File: src/sv/mctt_pkg.sv
`timescale 1ns / 1ps

package mctt_pkg;

    localparam int TIME_W    = 40;
    localparam int GAP_W     = 20;
    localparam int TICK_W    = 32;
    localparam int TEMPO_W   = 21;
    localparam int HELD_W    = 7;
    localparam int WLEN_W    = 7;
    localparam int CFG_IDX_W = 2;
    localparam int CFG_DAT_W = 20;

    // tempo in hundredths of bpm from a mean tick gap in microseconds: 60e6 * 100 / 24
    localparam int SCALE_W = 28;
    localparam logic [SCALE_W-1:0] TEMPO_SCALE = 28'd250000000;

    localparam logic [CFG_IDX_W-1:0] CFG_WINDOW_LEN = 2'd0;
    localparam logic [CFG_IDX_W-1:0] CFG_MIN_GAP    = 2'd1;
    localparam logic [CFG_IDX_W-1:0] CFG_MAX_GAP    = 2'd2;

    localparam logic [WLEN_W-1:0] WINDOW_LEN_RST = 7'd24;
    localparam logic [GAP_W-1:0]  MIN_GAP_RST    = 20'd200;
    localparam logic [GAP_W-1:0]  MAX_GAP_RST    = 20'd500000;

    localparam int QUEUE_DEPTH = 2;
    localparam int QPTR_W      = (QUEUE_DEPTH > 1) ? $clog2(QUEUE_DEPTH) : 1;
    localparam int QCNT_W      = $clog2(QUEUE_DEPTH + 1);

    // command kinds handed from the front end to the window engine
    localparam logic [1:0] KIND_CLEAR  = 2'd0;
    localparam logic [1:0] KIND_FIRST  = 2'd1;
    localparam logic [1:0] KIND_REJECT = 2'd2;
    localparam logic [1:0] KIND_ACCEPT = 2'd3;

    localparam logic REQ_TICK  = 1'b0;
    localparam logic REQ_CLEAR = 1'b1;

    typedef struct packed {
        logic              req_type;
        logic [TIME_W-1:0] time_us;
    } t_in;

    typedef struct packed {
        logic [TEMPO_W-1:0] tempo_centi_bpm;
        logic [TICK_W-1:0]  ticks_seen;
        logic [HELD_W-1:0]  gaps_held;
    } t_out;

    typedef struct packed {
        logic [1:0]        kind;
        logic [GAP_W-1:0]  gap;
        logic [TICK_W-1:0] ticks;
    } t_cmd;

    typedef struct packed {
        logic push;
        t_cmd cmd;
    } t_q_wr;

    typedef struct packed {
        logic full;
        logic empty;
    } t_q_stat;

endpackage

File: src/sv/mctt_front.sv
`timescale 1ns / 1ps

module mctt_front (
    input  logic                            i_clk,
    input  logic                            i_rst_n,
    input  logic                            i_in_valid,
    output logic                            o_in_stall,
    input  mctt_pkg::t_in                   i_in_data,
    input  logic [mctt_pkg::GAP_W-1:0]      i_min_gap,
    input  logic [mctt_pkg::GAP_W-1:0]      i_max_gap,
    input  mctt_pkg::t_q_stat               i_q_stat,
    output mctt_pkg::t_q_wr                 o_q_wr
);

    logic [mctt_pkg::TIME_W-1:0] r_last_time, n_last_time;
    logic                        r_have_last, n_have_last;
    logic [mctt_pkg::TICK_W-1:0] r_ticks, n_ticks;

    logic                        w_accept;
    logic [mctt_pkg::TIME_W:0]   w_diff;
    logic                        w_gap_ok;

    assign w_accept   = i_in_valid && !i_q_stat.full;
    assign o_in_stall = i_q_stat.full;

    // negative gap shows as the borrow bit
    assign w_diff = {1'b0, i_in_data.time_us} - {1'b0, r_last_time};
    assign w_gap_ok = !w_diff[mctt_pkg::TIME_W]
        && (w_diff[mctt_pkg::TIME_W-1:mctt_pkg::GAP_W] == '0)
        && (w_diff[mctt_pkg::GAP_W-1:0] >= i_min_gap)
        && (w_diff[mctt_pkg::GAP_W-1:0] <= i_max_gap);

    always_comb begin
        n_last_time     = r_last_time;
        n_have_last     = r_have_last;
        n_ticks         = r_ticks;
        o_q_wr.push     = w_accept;
        o_q_wr.cmd.gap  = w_diff[mctt_pkg::GAP_W-1:0];
        o_q_wr.cmd.kind = mctt_pkg::KIND_CLEAR;
        if (i_in_data.req_type == mctt_pkg::REQ_CLEAR) begin
            n_last_time = '0;
            n_have_last = 1'b0;
            n_ticks     = '0;
        end else begin
            n_last_time = i_in_data.time_us;
            n_have_last = 1'b1;
            n_ticks     = r_ticks + 1'b1;
            if (!r_have_last) begin
                o_q_wr.cmd.kind = mctt_pkg::KIND_FIRST;
            end else if (w_gap_ok) begin
                o_q_wr.cmd.kind = mctt_pkg::KIND_ACCEPT;
            end else begin
                o_q_wr.cmd.kind = mctt_pkg::KIND_REJECT;
            end
        end
        o_q_wr.cmd.ticks = n_ticks;
    end

    always_ff @(posedge i_clk) begin
        if (!i_rst_n) begin
            r_last_time <= '0;
            r_have_last <= 1'b0;
            r_ticks     <= '0;
        end else if (w_accept) begin
            r_last_time <= n_last_time;
            r_have_last <= n_have_last;
            r_ticks     <= n_ticks;
        end
    end

endmodule

File: src/sv/mctt_queue.sv
`timescale 1ns / 1ps

module mctt_queue (
    input  logic               i_clk,
    input  logic               i_rst_n,
    input  mctt_pkg::t_q_wr    i_q_wr,
    input  logic               i_pop,
    output mctt_pkg::t_cmd     o_head,
    output mctt_pkg::t_q_stat  o_q_stat
);

    mctt_pkg::t_cmd                r_slot [mctt_pkg::QUEUE_DEPTH];
    logic [mctt_pkg::QPTR_W-1:0]   r_wp, r_rp;
    logic [mctt_pkg::QCNT_W-1:0]   r_cnt;
    logic                          w_push, w_pop;

    assign o_q_stat.full  = (r_cnt == mctt_pkg::QCNT_W'(mctt_pkg::QUEUE_DEPTH));
    assign o_q_stat.empty = (r_cnt == '0);
    assign w_push = i_q_wr.push && !o_q_stat.full;
    assign w_pop  = i_pop && !o_q_stat.empty;
    assign o_head = r_slot[r_rp];

    function automatic logic [mctt_pkg::QPTR_W-1:0] f_inc(
        input logic [mctt_pkg::QPTR_W-1:0] p
    );
        f_inc = (p == mctt_pkg::QPTR_W'(mctt_pkg::QUEUE_DEPTH - 1)) ? '0 : p + 1'b1;
    endfunction

    always_ff @(posedge i_clk) begin
        if (w_push) begin
            r_slot[r_wp] <= i_q_wr.cmd;
        end
    end

    always_ff @(posedge i_clk) begin
        if (!i_rst_n) begin
            r_wp  <= '0;
            r_rp  <= '0;
            r_cnt <= '0;
        end else begin
            if (w_push) begin
                r_wp <= f_inc(r_wp);
            end
            if (w_pop) begin
                r_rp <= f_inc(r_rp);
            end
            if (w_push && !w_pop) begin
                r_cnt <= r_cnt + 1'b1;
            end else if (w_pop && !w_push) begin
                r_cnt <= r_cnt - 1'b1;
            end
        end
    end

endmodule

File: src/sv/mctt_div.sv
`timescale 1ns / 1ps

module mctt_div #(
    parameter int NUM_W = 35,
    parameter int DEN_W = 27
) (
    input  logic                         i_clk,
    input  logic                         i_rst_n,
    input  logic                         i_start,
    input  logic [NUM_W-1:0]             i_num,
    input  logic [DEN_W-1:0]             i_den,
    output logic                         o_done,
    output logic [mctt_pkg::TEMPO_W-1:0] o_quo
);

    localparam int CW = $clog2(NUM_W + 1);

    logic             r_busy;
    logic             r_done;
    logic [CW-1:0]    r_cnt;
    logic [NUM_W-1:0] r_nsh;
    logic [NUM_W-1:0] r_quo;
    logic [DEN_W-1:0] r_rem;

    logic [DEN_W:0]   w_trial;
    logic [DEN_W:0]   w_diff;
    logic             w_ge;

    // restoring division, one quotient bit per cycle
    assign w_trial = {r_rem, r_nsh[NUM_W-1]};
    assign w_diff  = w_trial - {1'b0, i_den};
    assign w_ge    = (w_trial >= {1'b0, i_den});

    assign o_done = r_done;
    assign o_quo  = (r_quo[NUM_W-1:mctt_pkg::TEMPO_W] != '0) ? '1
                                                              : r_quo[mctt_pkg::TEMPO_W-1:0];

    always_ff @(posedge i_clk) begin
        if (i_start) begin
            r_nsh <= i_num;
            r_rem <= '0;
            r_quo <= '0;
        end else if (r_busy) begin
            r_nsh <= {r_nsh[NUM_W-2:0], 1'b0};
            r_rem <= w_ge ? w_diff[DEN_W-1:0] : w_trial[DEN_W-1:0];
            r_quo <= {r_quo[NUM_W-2:0], w_ge};
        end
    end

    always_ff @(posedge i_clk) begin
        if (!i_rst_n) begin
            r_busy <= 1'b0;
            r_done <= 1'b0;
            r_cnt  <= '0;
        end else begin
            r_done <= 1'b0;
            if (i_start) begin
                r_busy <= 1'b1;
                r_cnt  <= CW'(NUM_W);
            end else if (r_busy) begin
                r_cnt <= r_cnt - 1'b1;
                if (r_cnt == CW'(1)) begin
                    r_busy <= 1'b0;
                    r_done <= 1'b1;
                end
            end
        end
    end

endmodule

File: src/sv/mctt_back.sv
`timescale 1ns / 1ps

module mctt_back #(
    parameter int WINDOW_MAX = 64
) (
    input  logic                          i_clk,
    input  logic                          i_rst_n,
    input  logic [mctt_pkg::WLEN_W-1:0]   i_window_len,
    input  mctt_pkg::t_cmd                i_head,
    input  mctt_pkg::t_q_stat             i_q_stat,
    output logic                          o_pop,
    output logic                          o_out_valid,
    input  logic                          i_out_stall,
    output mctt_pkg::t_out                o_out_data,
    output logic [$clog2(WINDOW_MAX+1)-1:0] o_win_count
);

    localparam int CNT_W = $clog2(WINDOW_MAX + 1);
    localparam int PTR_W = (WINDOW_MAX > 1) ? $clog2(WINDOW_MAX) : 1;
    localparam int SUM_W = mctt_pkg::GAP_W + CNT_W;
    localparam int NUM_W = mctt_pkg::SCALE_W + CNT_W;
    localparam int EW    = (CNT_W > mctt_pkg::WLEN_W) ? CNT_W : mctt_pkg::WLEN_W;
    localparam int SW    = CNT_W + 1;

    localparam logic [mctt_pkg::SCALE_W-1:0] TEMPO_MUL = mctt_pkg::TEMPO_SCALE;

    localparam logic [2:0] S_IDLE  = 3'd0;
    localparam logic [2:0] S_CHECK = 3'd1;
    localparam logic [2:0] S_DROP  = 3'd2;
    localparam logic [2:0] S_MUL   = 3'd3;
    localparam logic [2:0] S_DIVGO = 3'd4;
    localparam logic [2:0] S_DIVW  = 3'd5;
    localparam logic [2:0] S_OUT   = 3'd6;

    logic [2:0]                  r_state, n_state;
    logic [CNT_W-1:0]            r_count, n_count;
    logic [PTR_W-1:0]            r_ptr, n_ptr;
    logic [SUM_W-1:0]            r_sum, n_sum;
    logic [mctt_pkg::GAP_W-1:0]  r_gap, n_gap;
    logic [mctt_pkg::TICK_W-1:0] r_ticks, n_ticks;
    logic [mctt_pkg::TEMPO_W-1:0] r_tempo, n_tempo;
    logic [NUM_W-1:0]            r_num, n_num;
    logic                        r_ov, n_ov;
    mctt_pkg::t_out              r_out, n_out;

    logic [mctt_pkg::GAP_W-1:0]  r_mem [WINDOW_MAX];
    logic [mctt_pkg::GAP_W-1:0]  r_rd_data;

    logic [EW-1:0]               w_win, w_eff;
    logic                        w_drop_need;
    logic [SW-1:0]               w_slot_sum, w_slot;
    logic [PTR_W-1:0]            w_slot_idx, w_ptr_inc;
    logic                        w_rd_en, w_wr_en;
    logic                        w_out_free;
    logic                        w_div_done;
    logic [mctt_pkg::TEMPO_W-1:0] w_div_quo;

    // effective window length, limited by the store depth
    assign w_win = EW'(i_window_len);
    assign w_eff = (w_win > EW'(WINDOW_MAX)) ? EW'(WINDOW_MAX) : w_win;
    assign w_drop_need = (r_count != '0) && (EW'(r_count) >= w_eff);

    assign w_slot_sum = SW'(r_ptr) + SW'(r_count);
    assign w_slot     = (w_slot_sum >= SW'(WINDOW_MAX)) ? w_slot_sum - SW'(WINDOW_MAX)
                                                        : w_slot_sum;
    assign w_slot_idx = w_slot[PTR_W-1:0];
    assign w_ptr_inc  = (r_ptr == PTR_W'(WINDOW_MAX - 1)) ? '0 : r_ptr + 1'b1;

    assign w_rd_en = (r_state == S_CHECK) && w_drop_need;
    assign w_wr_en = (r_state == S_CHECK) && !w_drop_need && (w_eff != '0);

    assign w_out_free = !r_ov || !i_out_stall;
    assign o_pop       = (r_state == S_IDLE) && !i_q_stat.empty;
    assign o_out_valid = r_ov;
    assign o_out_data  = r_out;
    assign o_win_count = r_count;

    mctt_div #(
        .NUM_W (NUM_W),
        .DEN_W (SUM_W)
    ) u_div (
        .i_clk   (i_clk),
        .i_rst_n (i_rst_n),
        .i_start (r_state == S_DIVGO),
        .i_num   (r_num),
        .i_den   (r_sum),
        .o_done  (w_div_done),
        .o_quo   (w_div_quo)
    );

    always_comb begin
        n_state = r_state;
        n_count = r_count;
        n_ptr   = r_ptr;
        n_sum   = r_sum;
        n_gap   = r_gap;
        n_ticks = r_ticks;
        n_tempo = r_tempo;
        n_num   = r_num;
        n_ov    = r_ov && i_out_stall;
        n_out   = r_out;
        unique case (r_state)
            S_IDLE: begin
                if (!i_q_stat.empty) begin
                    n_gap   = i_head.gap;
                    n_ticks = i_head.ticks;
                    n_tempo = '0;
                    n_state = S_OUT;
                    unique case (i_head.kind) inside
                        mctt_pkg::KIND_CLEAR, mctt_pkg::KIND_REJECT: begin
                            n_count = '0;
                            n_ptr   = '0;
                            n_sum   = '0;
                        end
                        mctt_pkg::KIND_FIRST: begin
                        end
                        mctt_pkg::KIND_ACCEPT: begin
                            n_state = S_CHECK;
                        end
                        default: begin
                        end
                    endcase
                end
            end
            S_CHECK: begin
                if (w_drop_need) begin
                    n_state = S_DROP;
                end else if (w_eff == '0) begin
                    n_tempo = '0;
                    n_state = S_OUT;
                end else begin
                    n_sum   = r_sum + SUM_W'(r_gap);
                    n_count = r_count + 1'b1;
                    n_state = S_MUL;
                end
            end
            S_DROP: begin
                n_sum   = r_sum - SUM_W'(r_rd_data);
                n_ptr   = w_ptr_inc;
                n_count = r_count - 1'b1;
                n_state = S_CHECK;
            end
            S_MUL: begin
                if (r_sum == '0) begin
                    n_tempo = '0;
                    n_state = S_OUT;
                end else begin
                    n_num   = NUM_W'(TEMPO_MUL) * NUM_W'(r_count);
                    n_state = S_DIVGO;
                end
            end
            S_DIVGO: begin
                n_state = S_DIVW;
            end
            S_DIVW: begin
                if (w_div_done) begin
                    n_tempo = w_div_quo;
                    n_state = S_OUT;
                end
            end
            S_OUT: begin
                if (w_out_free) begin
                    n_ov                  = 1'b1;
                    n_out.tempo_centi_bpm = r_tempo;
                    n_out.ticks_seen      = r_ticks;
                    n_out.gaps_held       = mctt_pkg::HELD_W'(r_count);
                    n_state               = S_IDLE;
                end
            end
            default: begin
                n_state = S_IDLE;
            end
        endcase
    end

    always_ff @(posedge i_clk) begin
        if (w_wr_en) begin
            r_mem[w_slot_idx] <= r_gap;
        end
        if (w_rd_en) begin
            r_rd_data <= r_mem[r_ptr];
        end
    end

    always_ff @(posedge i_clk) begin
        r_gap   <= n_gap;
        r_ticks <= n_ticks;
        r_tempo <= n_tempo;
        r_num   <= n_num;
        r_out   <= n_out;
    end

    always_ff @(posedge i_clk) begin
        if (!i_rst_n) begin
            r_state <= S_IDLE;
            r_count <= '0;
            r_ptr   <= '0;
            r_sum   <= '0;
            r_ov    <= 1'b0;
        end else begin
            r_state <= n_state;
            r_count <= n_count;
            r_ptr   <= n_ptr;
            r_sum   <= n_sum;
            r_ov    <= n_ov;
        end
    end

endmodule

File: src/sv/midi_clock_tempo_tracker_core.sv
`timescale 1ns / 1ps
// channel   direction  handshake              payload
// in        in         i_in_valid / o_in_stall  i_in_data   (t_in: req_type, time_us)
// out       out        o_out_valid / i_out_stall o_out_data (t_out: tempo, ticks, gaps)
// cfg       in         i_cfg_valid / o_cfg_ready i_cfg_index, i_cfg_data
//
// back end: a clear, a first tick or a rejected gap goes straight to the output
// state; an accepted gap first drops the oldest window entries while the window
// is full, then adds the gap and runs the divider, one quotient bit per cycle;
// a zero window or a zero sum skips the divide
// reset is synchronous, active low; the gap store needs no clearing pass
// a two-entry command queue keeps input taken while the divider or output is busy

module midi_clock_tempo_tracker_core #(
    parameter int WINDOW_MAX = 64
) (
    input  logic                              i_clk,
    input  logic                              i_rst_n,
    input  logic                              i_in_valid,
    output logic                              o_in_stall,
    input  mctt_pkg::t_in                     i_in_data,
    output logic                              o_out_valid,
    input  logic                              i_out_stall,
    output mctt_pkg::t_out                    o_out_data,
    input  logic                              i_cfg_valid,
    output logic                              o_cfg_ready,
    input  logic [mctt_pkg::CFG_IDX_W-1:0]    i_cfg_index,
    input  logic [mctt_pkg::CFG_DAT_W-1:0]    i_cfg_data
);

    localparam int CNT_W = $clog2(WINDOW_MAX + 1);

    // configuration registers; the user must write them only while the tracker is quiet, the block does no such check
    logic [mctt_pkg::WLEN_W-1:0] r_window_len;
    logic [mctt_pkg::GAP_W-1:0]  r_min_gap;
    logic [mctt_pkg::GAP_W-1:0]  r_max_gap;

    mctt_pkg::t_q_wr   w_q_wr;
    mctt_pkg::t_q_stat w_q_stat;
    mctt_pkg::t_cmd    w_head;
    logic              w_pop;
    logic [CNT_W-1:0]  w_win_count;

    // the port never holds off a register write
    assign o_cfg_ready = 1'b1;

    always_ff @(posedge i_clk) begin
        if (!i_rst_n) begin
            r_window_len <= mctt_pkg::WINDOW_LEN_RST;
            r_min_gap    <= mctt_pkg::MIN_GAP_RST;
            r_max_gap    <= mctt_pkg::MAX_GAP_RST;
        end else if (i_cfg_valid && o_cfg_ready) begin
            unique case (i_cfg_index)
                mctt_pkg::CFG_WINDOW_LEN: r_window_len <= i_cfg_data[mctt_pkg::WLEN_W-1:0];
                mctt_pkg::CFG_MIN_GAP:    r_min_gap    <= i_cfg_data;
                mctt_pkg::CFG_MAX_GAP:    r_max_gap    <= i_cfg_data;
                default: begin
                end
            endcase
        end
    end

    // front end: timestamp bookkeeping and gap classification
    mctt_front u_front (
        .i_clk      (i_clk),
        .i_rst_n    (i_rst_n),
        .i_in_valid (i_in_valid),
        .o_in_stall (o_in_stall),
        .i_in_data  (i_in_data),
        .i_min_gap  (r_min_gap),
        .i_max_gap  (r_max_gap),
        .i_q_stat   (w_q_stat),
        .o_q_wr     (w_q_wr)
    );

    // classified transactions wait here for the window engine
    mctt_queue u_queue (
        .i_clk    (i_clk),
        .i_rst_n  (i_rst_n),
        .i_q_wr   (w_q_wr),
        .i_pop    (w_pop),
        .o_head   (w_head),
        .o_q_stat (w_q_stat)
    );

    // back end: sliding window, running sum, tempo divide, output register
    mctt_back #(
        .WINDOW_MAX (WINDOW_MAX)
    ) u_back (
        .i_clk        (i_clk),
        .i_rst_n      (i_rst_n),
        .i_window_len (r_window_len),
        .i_head       (w_head),
        .i_q_stat     (w_q_stat),
        .o_pop        (w_pop),
        .o_out_valid  (o_out_valid),
        .i_out_stall  (i_out_stall),
        .o_out_data   (o_out_data),
        .o_win_count  (w_win_count)
    );

    // the front end never pushes into a full queue
    a_q_no_overflow: assert property (@(posedge i_clk) disable iff (!i_rst_n)
        w_q_wr.push |-> !w_q_stat.full)
        else $error("command queue overflow");

    // a push into an empty queue leaves something for the back end
    a_q_push_seen: assert property (@(posedge i_clk) disable iff (!i_rst_n)
        (w_q_wr.push && w_q_stat.empty) |=> !w_q_stat.empty)
        else $error("queued transaction lost");

    // the window never holds more gaps than the store has entries
    a_win_bound: assert property (@(posedge i_clk) disable iff (!i_rst_n)
        w_win_count <= CNT_W'(WINDOW_MAX))
        else $error("window count beyond store depth");

    // an empty window always reports zero tempo
    a_empty_zero: assert property (@(posedge i_clk) disable iff (!i_rst_n)
        (o_out_valid && (o_out_data.gaps_held == '0) && (WINDOW_MAX < 128))
            |-> (o_out_data.tempo_centi_bpm == '0))
        else $error("tempo reported with empty window");

endmodule
File: config.mk
export PLATFORM = sky130hd
export DESIGN_NAME = midi_clock_tempo_tracker_core
export DESIGN_NICKNAME = d
export VERILOG_FILES = /design/src/sv/mctt_pkg.sv /design/src/sv/mctt_front.sv /design/src/sv/mctt_queue.sv /design/src/sv/mctt_div.sv /design/src/sv/mctt_back.sv /design/src/sv/midi_clock_tempo_tracker_core.sv
export SDC_FILE = /design/constraint.sdc
export NUM_CORES = 2
export LEC_CHECK = 0
export BUFFER_PORTS_ARGS = -buffer_cell sky130_fd_sc_hd__buf_4
export CORE_MARGIN = 5
export CORE_UTILIZATION = 41
export DETAILED_ROUTE_END_ITERATION = 8
export HOLD_SLACK_MARGIN = 0.08
export PLACE_DENSITY = 0.68
export REMOVE_ABC_BUFFERS = 1
export SLEW_MARGIN = 10
export SYNTH_ARGS = -nofsm -noshare
export SYNTH_HDL_FRONTEND = slang
export SYNTH_SLANG_ARGS = --single-unit
File: constraint.sdc
create_clock -name i_clk -period 6.5 [get_ports i_clk]
set_input_delay 1.3 -clock i_clk [delete_from_list [all_inputs] [get_ports i_clk]]
set_output_delay 1.3 -clock i_clk [all_outputs]
set_load 0.01 [all_outputs]
Yosys cells after proc, flatten, opt, wreduce, memory -nomap -nowiden
Memories as Yosys holds them, arrays and structs flattened. A register that Yosys moved wholly into a read port is not among the register bits.
Index checks and enable logic that the tools add are counted.
{"block": "op_classes", "n_mux": 58, "bitwise_logic": 4, "n_reduce_logical": 51, "n_lt_le_gt_ge": 6, "eq_ne": 21, "add_sub_neg": 15, "multipliers": 1}
{"cell": "$mux 27", "count": 5}
{"cell": "$mux 21", "count": 6}
{"cell": "$pmux 21 s4", "count": 1}
{"cell": "$pmux 27 s3", "count": 1}
{"cell": "$mux 35", "count": 2}
{"cell": "$sub 40x40->41", "count": 1}
{"cell": "$mux 40", "count": 1}
{"cell": "$mux 6", "count": 6}
{"cell": "$mux 7", "count": 5}
{"cell": "$add 32x1->32 const B", "count": 1}
{"cell": "$mux 32", "count": 1}
{"cell": "$ge 28x27->1", "count": 1}
{"cell": "$mul 21x7->28 const A", "count": 1}
{"cell": "$add 27x20->27", "count": 1}
{"cell": "$logic_not 27->1", "count": 1}
{"cell": "$sub 27x20->27", "count": 1}
{"cell": "$sub 27x27->27", "count": 1}
{"cell": "$pmux 3 s7", "count": 1}
{"cell": "$pmux 7 s3", "count": 1}
{"cell": "$ge 20x20->1", "count": 1}
{"cell": "$le 20x20->1", "count": 1}
{"cell": "$logic_not 20->1", "count": 1}
{"cell": "$mux 3", "count": 6}
{"cell": "$mux 1", "count": 16}
{"cell": "40 further kinds", "count": 93}
{"block": "word_totals", "input_bits": 68, "memories": 2, "out_inout_bits": 63, "regBits": 433, "wordCells": 187, "ramBits": 1388}
{"name": "u_back.r_mem", "depth": 64, "word_bits": 20, "read_ports": 1, "rd_ports_with_merged_regs": 1, "wr": 1, "line": "mctt_back.sv:46", "text": "logic [mctt_pkg::GAP_W-1:0] r_mem [WINDOW_MAX];"}
{"name": "u_queue.r_slot", "depth": 2, "word_bits": 54, "read_ports": 1, "rd_ports_with_merged_regs": 1, "wr": 1, "line": "mctt_queue.sv:12", "text": "mctt_pkg::t_cmd r_slot [mctt_pkg::QUEUE_DEPTH];"}

Longest topological paths before layout
{"block": "logic_depth", "depth_word": 9, "depth_mapped": 22, "depth_no_buf": 22}

Cells and area by module
A second synthesis with hierarchy kept.
{"block": "unflattened", "hier_cells": 5045, "hier_area_um2": 80772.5}
{"module": "mctt_back", "instances": 1, "seq_area_each_um2": 44752.9, "area_per_inst_um2": 61256.2, "cells_each": 2996}
{"module": "mctt_front", "instances": 1, "seq_area_each_um2": 1461.4, "area_per_inst_um2": 7544.7, "cells_each": 1034}
{"module": "mctt_div", "instances": 1, "seq_area_each_um2": 2452.4, "area_per_inst_um2": 6000.8, "cells_each": 635}
{"module": "mctt_queue", "instances": 1, "seq_area_each_um2": 3343.2, "area_per_inst_um2": 4127.7, "cells_each": 193}
{"module": "midi_clock_tempo_tracker_core", "instances": 1, "seq_area_each_um2": 940.9, "area_per_inst_um2": 1843.0, "cells_each": 187}

Worst setup path after synthesis
No wires, ideal clock.
{"block": "synth_timing", "kind": "input-to-reg", "startpoint": "in i_in_data[0] (netlist name)", "endpoint": "mem u_queue.r_slot[0][52] (netlist name), data pin", "required_ns": 6.241, "n_path_buf": 0, "arrival_ns": 4.998, "setup_slack_ns": 1.243, "setup_time_ns": 0.259, "path_stages": 21, "cell_sequence": "inv_1 -> ha_1 -> inv_1 -> fa_1 -> a21o_1 -> a221o_1 -> a21o_2 -> a21oi_1 -> o21bai_1 -> a21oi_1 -> xnor2_1 -> ha_1 -> a21o_1 -> a2111oi_0 -> o211ai_1 -> a211o_1 -> o2111ai_1 -> nor4b_1 -> nand4_1 -> nor4_1 -> a31o_1"}
{"item": "start: declaration", "line": "midi_clock_tempo_tracker_core.sv:21", "text": "input mctt_pkg::t_in i_in_data,"}
{"item": "end: declaration", "line": "mctt_queue.sv:12"}

Worst setup path after layout
{"block": "layout_timing", "startpoint": "reg u_back.r_count[3], in the netlist u_back.o_win_count[3]", "endpoint": "reg u_back.r_num[33], data pin"}
{"block": "layout_between", "elab_chain_cells": 1}
{"item": "start: declaration", "line": "mctt_back.sv:36", "text": "logic [CNT_W-1:0] r_count, n_count;"}
{"item": "start signal: assignment", "line": "mctt_back.sv:202", "text": "r_count <= n_count;"}
{"item": "$mul 21x7->28", "line": "mctt_back.sv:148", "text": "n_num = NUM_W'(TEMPO_MUL) * NUM_W'(r_count);"}
{"item": "end signal: assignment", "line": "mctt_back.sv:189", "text": "r_num <= n_num;"}
{"item": "end: declaration", "line": "mctt_back.sv:42", "text": "logic [NUM_W-1:0] r_num, n_num;"}
Every way passes these cells.
A chain may end at the register's enable or synchronous reset.

==> impl_results.md <==
* Outcome: complete, no violations
* Clock sinks at 1836
* Slew Limit Headroom at 17.47%
* DRC at 0
* Proportion of layout cells with a drive suffix above 1 at around 20%
* Remaining antenna violation count at 0
* Core area at ~190000 µm²
* Starting density of the core at 41.21%
* Worst EP arrival at 6.16 ns
* Ys async rst share at 0%
* Largest net degree at the start of global routing at 139
* Die area at between 200000 and 250000 µm²
* Crit-path slowest cell: o41ai_1
* Post-CTS Hold Buffers at 0
* Slew @ Worst Pin at 1.238 ns
* Post-synthesis xor/xnor area fraction at 1.622%
* Dpl hpwl at 112200 µm
* Period utilization at 86.63%
* H-tree depth at 4
* Wire per inst at about 24 µm
* Final Non-Filler Cells at 7906
* Netlist cell types at 86
* FF+latch count, synth at 1836
* # rows at 161
* Final worst slack at 0.8691 ns
* Max clock buf depth at 3
* Final setup skew at 0.05806 ns
* Setup Buffers After CTS at 0
* Crit Path Category: reg2reg
* Root Driver: clkbuf_16
* MaxCap Viol Count at 0
* Vias in the first global route at 43.71k
* CP Cell Sequence: inv_1 > ha_1 > ha_1 > inv_1 > fa_1 > inv_1 > fa_1 > ha_1 > a21o_1 > a2111oi_0 > a21oi_1 > o41ai_1 > a211oi_1 > o21ai_0 > nand2_1 > a21oi_1 > xnor2_1
* Num CTS Buffers at 180
* Worst hold slack at 0.4147 ns
* Crit path capture type: flip-flop
* Simple-gate share of the synthesized area at 6.412%
* Area Growth Syn to Fin at 13.07%
* Main flop type after synthesis: edfxtp_1
* Syn_area_per_cell at 15.77 µm²
* TNS Setup at 0 ns
* Synth Area in Compound Gates at 5.353%
* Most frequent cells in the layout: 1597 x edfxtp_1, 400 x mux4_2, 393 x nand2_1
* First-pass GRT wire length at 279100 µm
* EDFF count, synth at 1597
* Ports at 131
* Die width at 450.0 µm
* Adder-Cell Fraction of Synth Area at between 4 and 5%
* Clk_lat worst skew at 0.82 ns
* Initial DRC count at 4441
* Final setup viols at 0
* Quantity of gates resized following cts at 0
* Final Max Tran Viols at 0
* Gate Count Post-Synth at 5031
* Clock-pin slew on the worst setup and hold paths at 0.06 ns
* IO buf count at around 130
* Max Fclk at between 0.15 and 0.2 GHz
* Syn. warnings at 0
* Maximum VDD drop at ~0.00022 V
* Synth Cell Area at 79360 µm²
* Slowest cell delay on critical path at 0.70 ns
* Final wirelength at between 150000 and 200000 µm
* Via count at 44.12k
* Leak at 29.74 nW
* Nets@finish at 5565
* RSZ-0062 raised after global routing: false
* Routability cong. at between 0.8 and 0.9
* Drt via density at 5.580
* Dpl cells at 7576
* Worst setup SP type: flip-flop
* Worst hold path class: reg2reg
* Worst-path fanout max at 10
* Overall power at between 30 and 40 mW
* Hold Fails Final Rpt at 0
* Final min period at between 5 and 6 ns
* Grt total ovfl at 0
* Critical path required time at approximately 7 ns
* Die H at between 400 and 500 µm
* DP Worst Slack at approximately 0.46 ns
* Total GRT Usage at a little under a fifth
* Mux cell area share after synthesis at a little over an eighth
* Initial antenna violation count at 7
* Detailed Routing Iterations Pass 1 at 6
* Power Dens Cells at 382.4 nW/µm²
* Main combinational cell family by area after synthesis: multiplexers
* Sequential-to-total area share from yosys stat at 66.46%
* CTS tree: built
* Most common cell after layout, fill and taps aside: edfxtp_1
-- critical path, delay by kind of cell, from the launching register on --
family                     cells  cell delay, ns
DFF                            1            0.67
and+or+nand+nor                1            0.08
AOI/OAI and AO/OA              7            2.32
xor gates and xnor gates       1            0.09
buffers and inverters          3            0.36
adders and majority gates      5            1.84
-- synthesized netlist by cell type (13+ instances only) --
cell	number	area, µm²
a211oi_1	37	277.8
a21boi_0	31	232.7
a21o_1	49	367.9
a21oi_1	235	1176
a22oi_1	27	202.7
a31oi_1	15	93.84
and3_1	22	137.6
buf_1	46	172.7
clkbuf_1	182	683.2
dfxtp_1	239	4785
edfxtp_1	1597	47960
fa_1	42	840.8
ha_1	223	2790
inv_1	226	848.3
mux2_2	74	833.3
mux2i_1	76	760.7
mux4_2	400	9009
nand2_1	394	1479
nand2b_1	31	193.9
nand3_1	57	285.3
nand3b_1	54	405.4
nand4_1	30	187.7
nor2_1	323	1212
nor2b_1	28	175.2
nor3_1	55	275.3
nor4_1	26	162.7
o211ai_1	19	142.6
o21a_1	13	97.59
o21ai_0	129	645.6
o21bai_1	16	120.1
o31ai_1	13	97.59
or3_1	21	131.4
xnor2_1	84	735.7
xor2_1	63	551.8
-- path summary, 6_finish.rpt --
kind	to	slack (ns)	cells past startpoint	startpoint
max	u_back.r_num[33]	0.87	17	u_back.o_win_count[3]
min	u_back.o_out_data[13]	0.41	0	u_back.r_ticks[6]
max reg2reg	u_back.r_num[33]	0.87	17	u_back.o_win_count[3]
min reg2reg	u_back.o_out_data[13]	0.41	0	u_back.r_ticks[6]
-- power breakdown --
group,total (mW),switching [mW],internal (mW)
clock,10.3,4.46,5.88
sequential,15.1,0.518,14.5
combinational,8.92,5.48,3.44
-- cell type report --
cell class / count / area, µm²
clock buffers: 228 / 4746
fillers: 16240 / 102800
repair buffers: 256 / 1997
flip-flops and latches: 1836 / 52760
clock inverters: 98 / 1111
well taps: 2526 / 3161
multi-input cells: 2730 / 25090
diodes: 4 / 10.01
inverters: 228 / 858.3
-- sequential cells by signal, indices dropped and copies added, names as in the netlist, 20 cells and up, named ones only --
name,count
u_back.o_out_data,60
u_back.r_num,28
r_min_gap,20
u_queue.r_slot,108
u_back.u_div.r_nsh,28
u_front.r_last_time,40
u_back.r_gap,20
u_back.u_div.r_quo,35
u_back.r_mem,1280
u_back.r_sum,27
u_back.r_rd_data,20
u_back.r_ticks,32
r_max_gap,20
u_back.u_div.r_rem,27
u_front.r_ticks,32
u_back.r_tempo,21
-- logic make-up (layout without fill, tap and decap cells) --
| group | count (synthesis) | count (layout) |
|---|---|---|
| buffers and inverters | 465 | 810 |
| XOR/XNOR | 147 | 147 |
| adder cells (fa/ha/maj) | 265 | 265 |
| AND/OR/NAND/NOR | 1099 | 1099 |
| multiplexers | 550 | 550 |
| flip-flops | 1836 | 1836 |
| AO/OA/AOI/OAI | 668 | 668 |
| other | 1 | 5 |
-- through the flow --
step | utilization, % | cell area [µm²]
floorplan | - | 78460
global placement | 43.55 | 83870
detailed placement | 43.55 | 83870
CTS | 46.59 | 89730
global route | 46.59 | 89730
finish | 46.60 | 89740
-- routing by layer --
layer / GRT usage (%) / wire [µm] / vias to the layer above
met3: 2.669 / 11190 / 235
met5: 0 / 0 / -
met2: 30.41 / 92130 / 1458
met1: 24.50 / 78310 / 22610
met4: 5.130 / 4624 / 0
li1: - / - / 19810
Note: power is estimated with default switching activity, not from simulation.
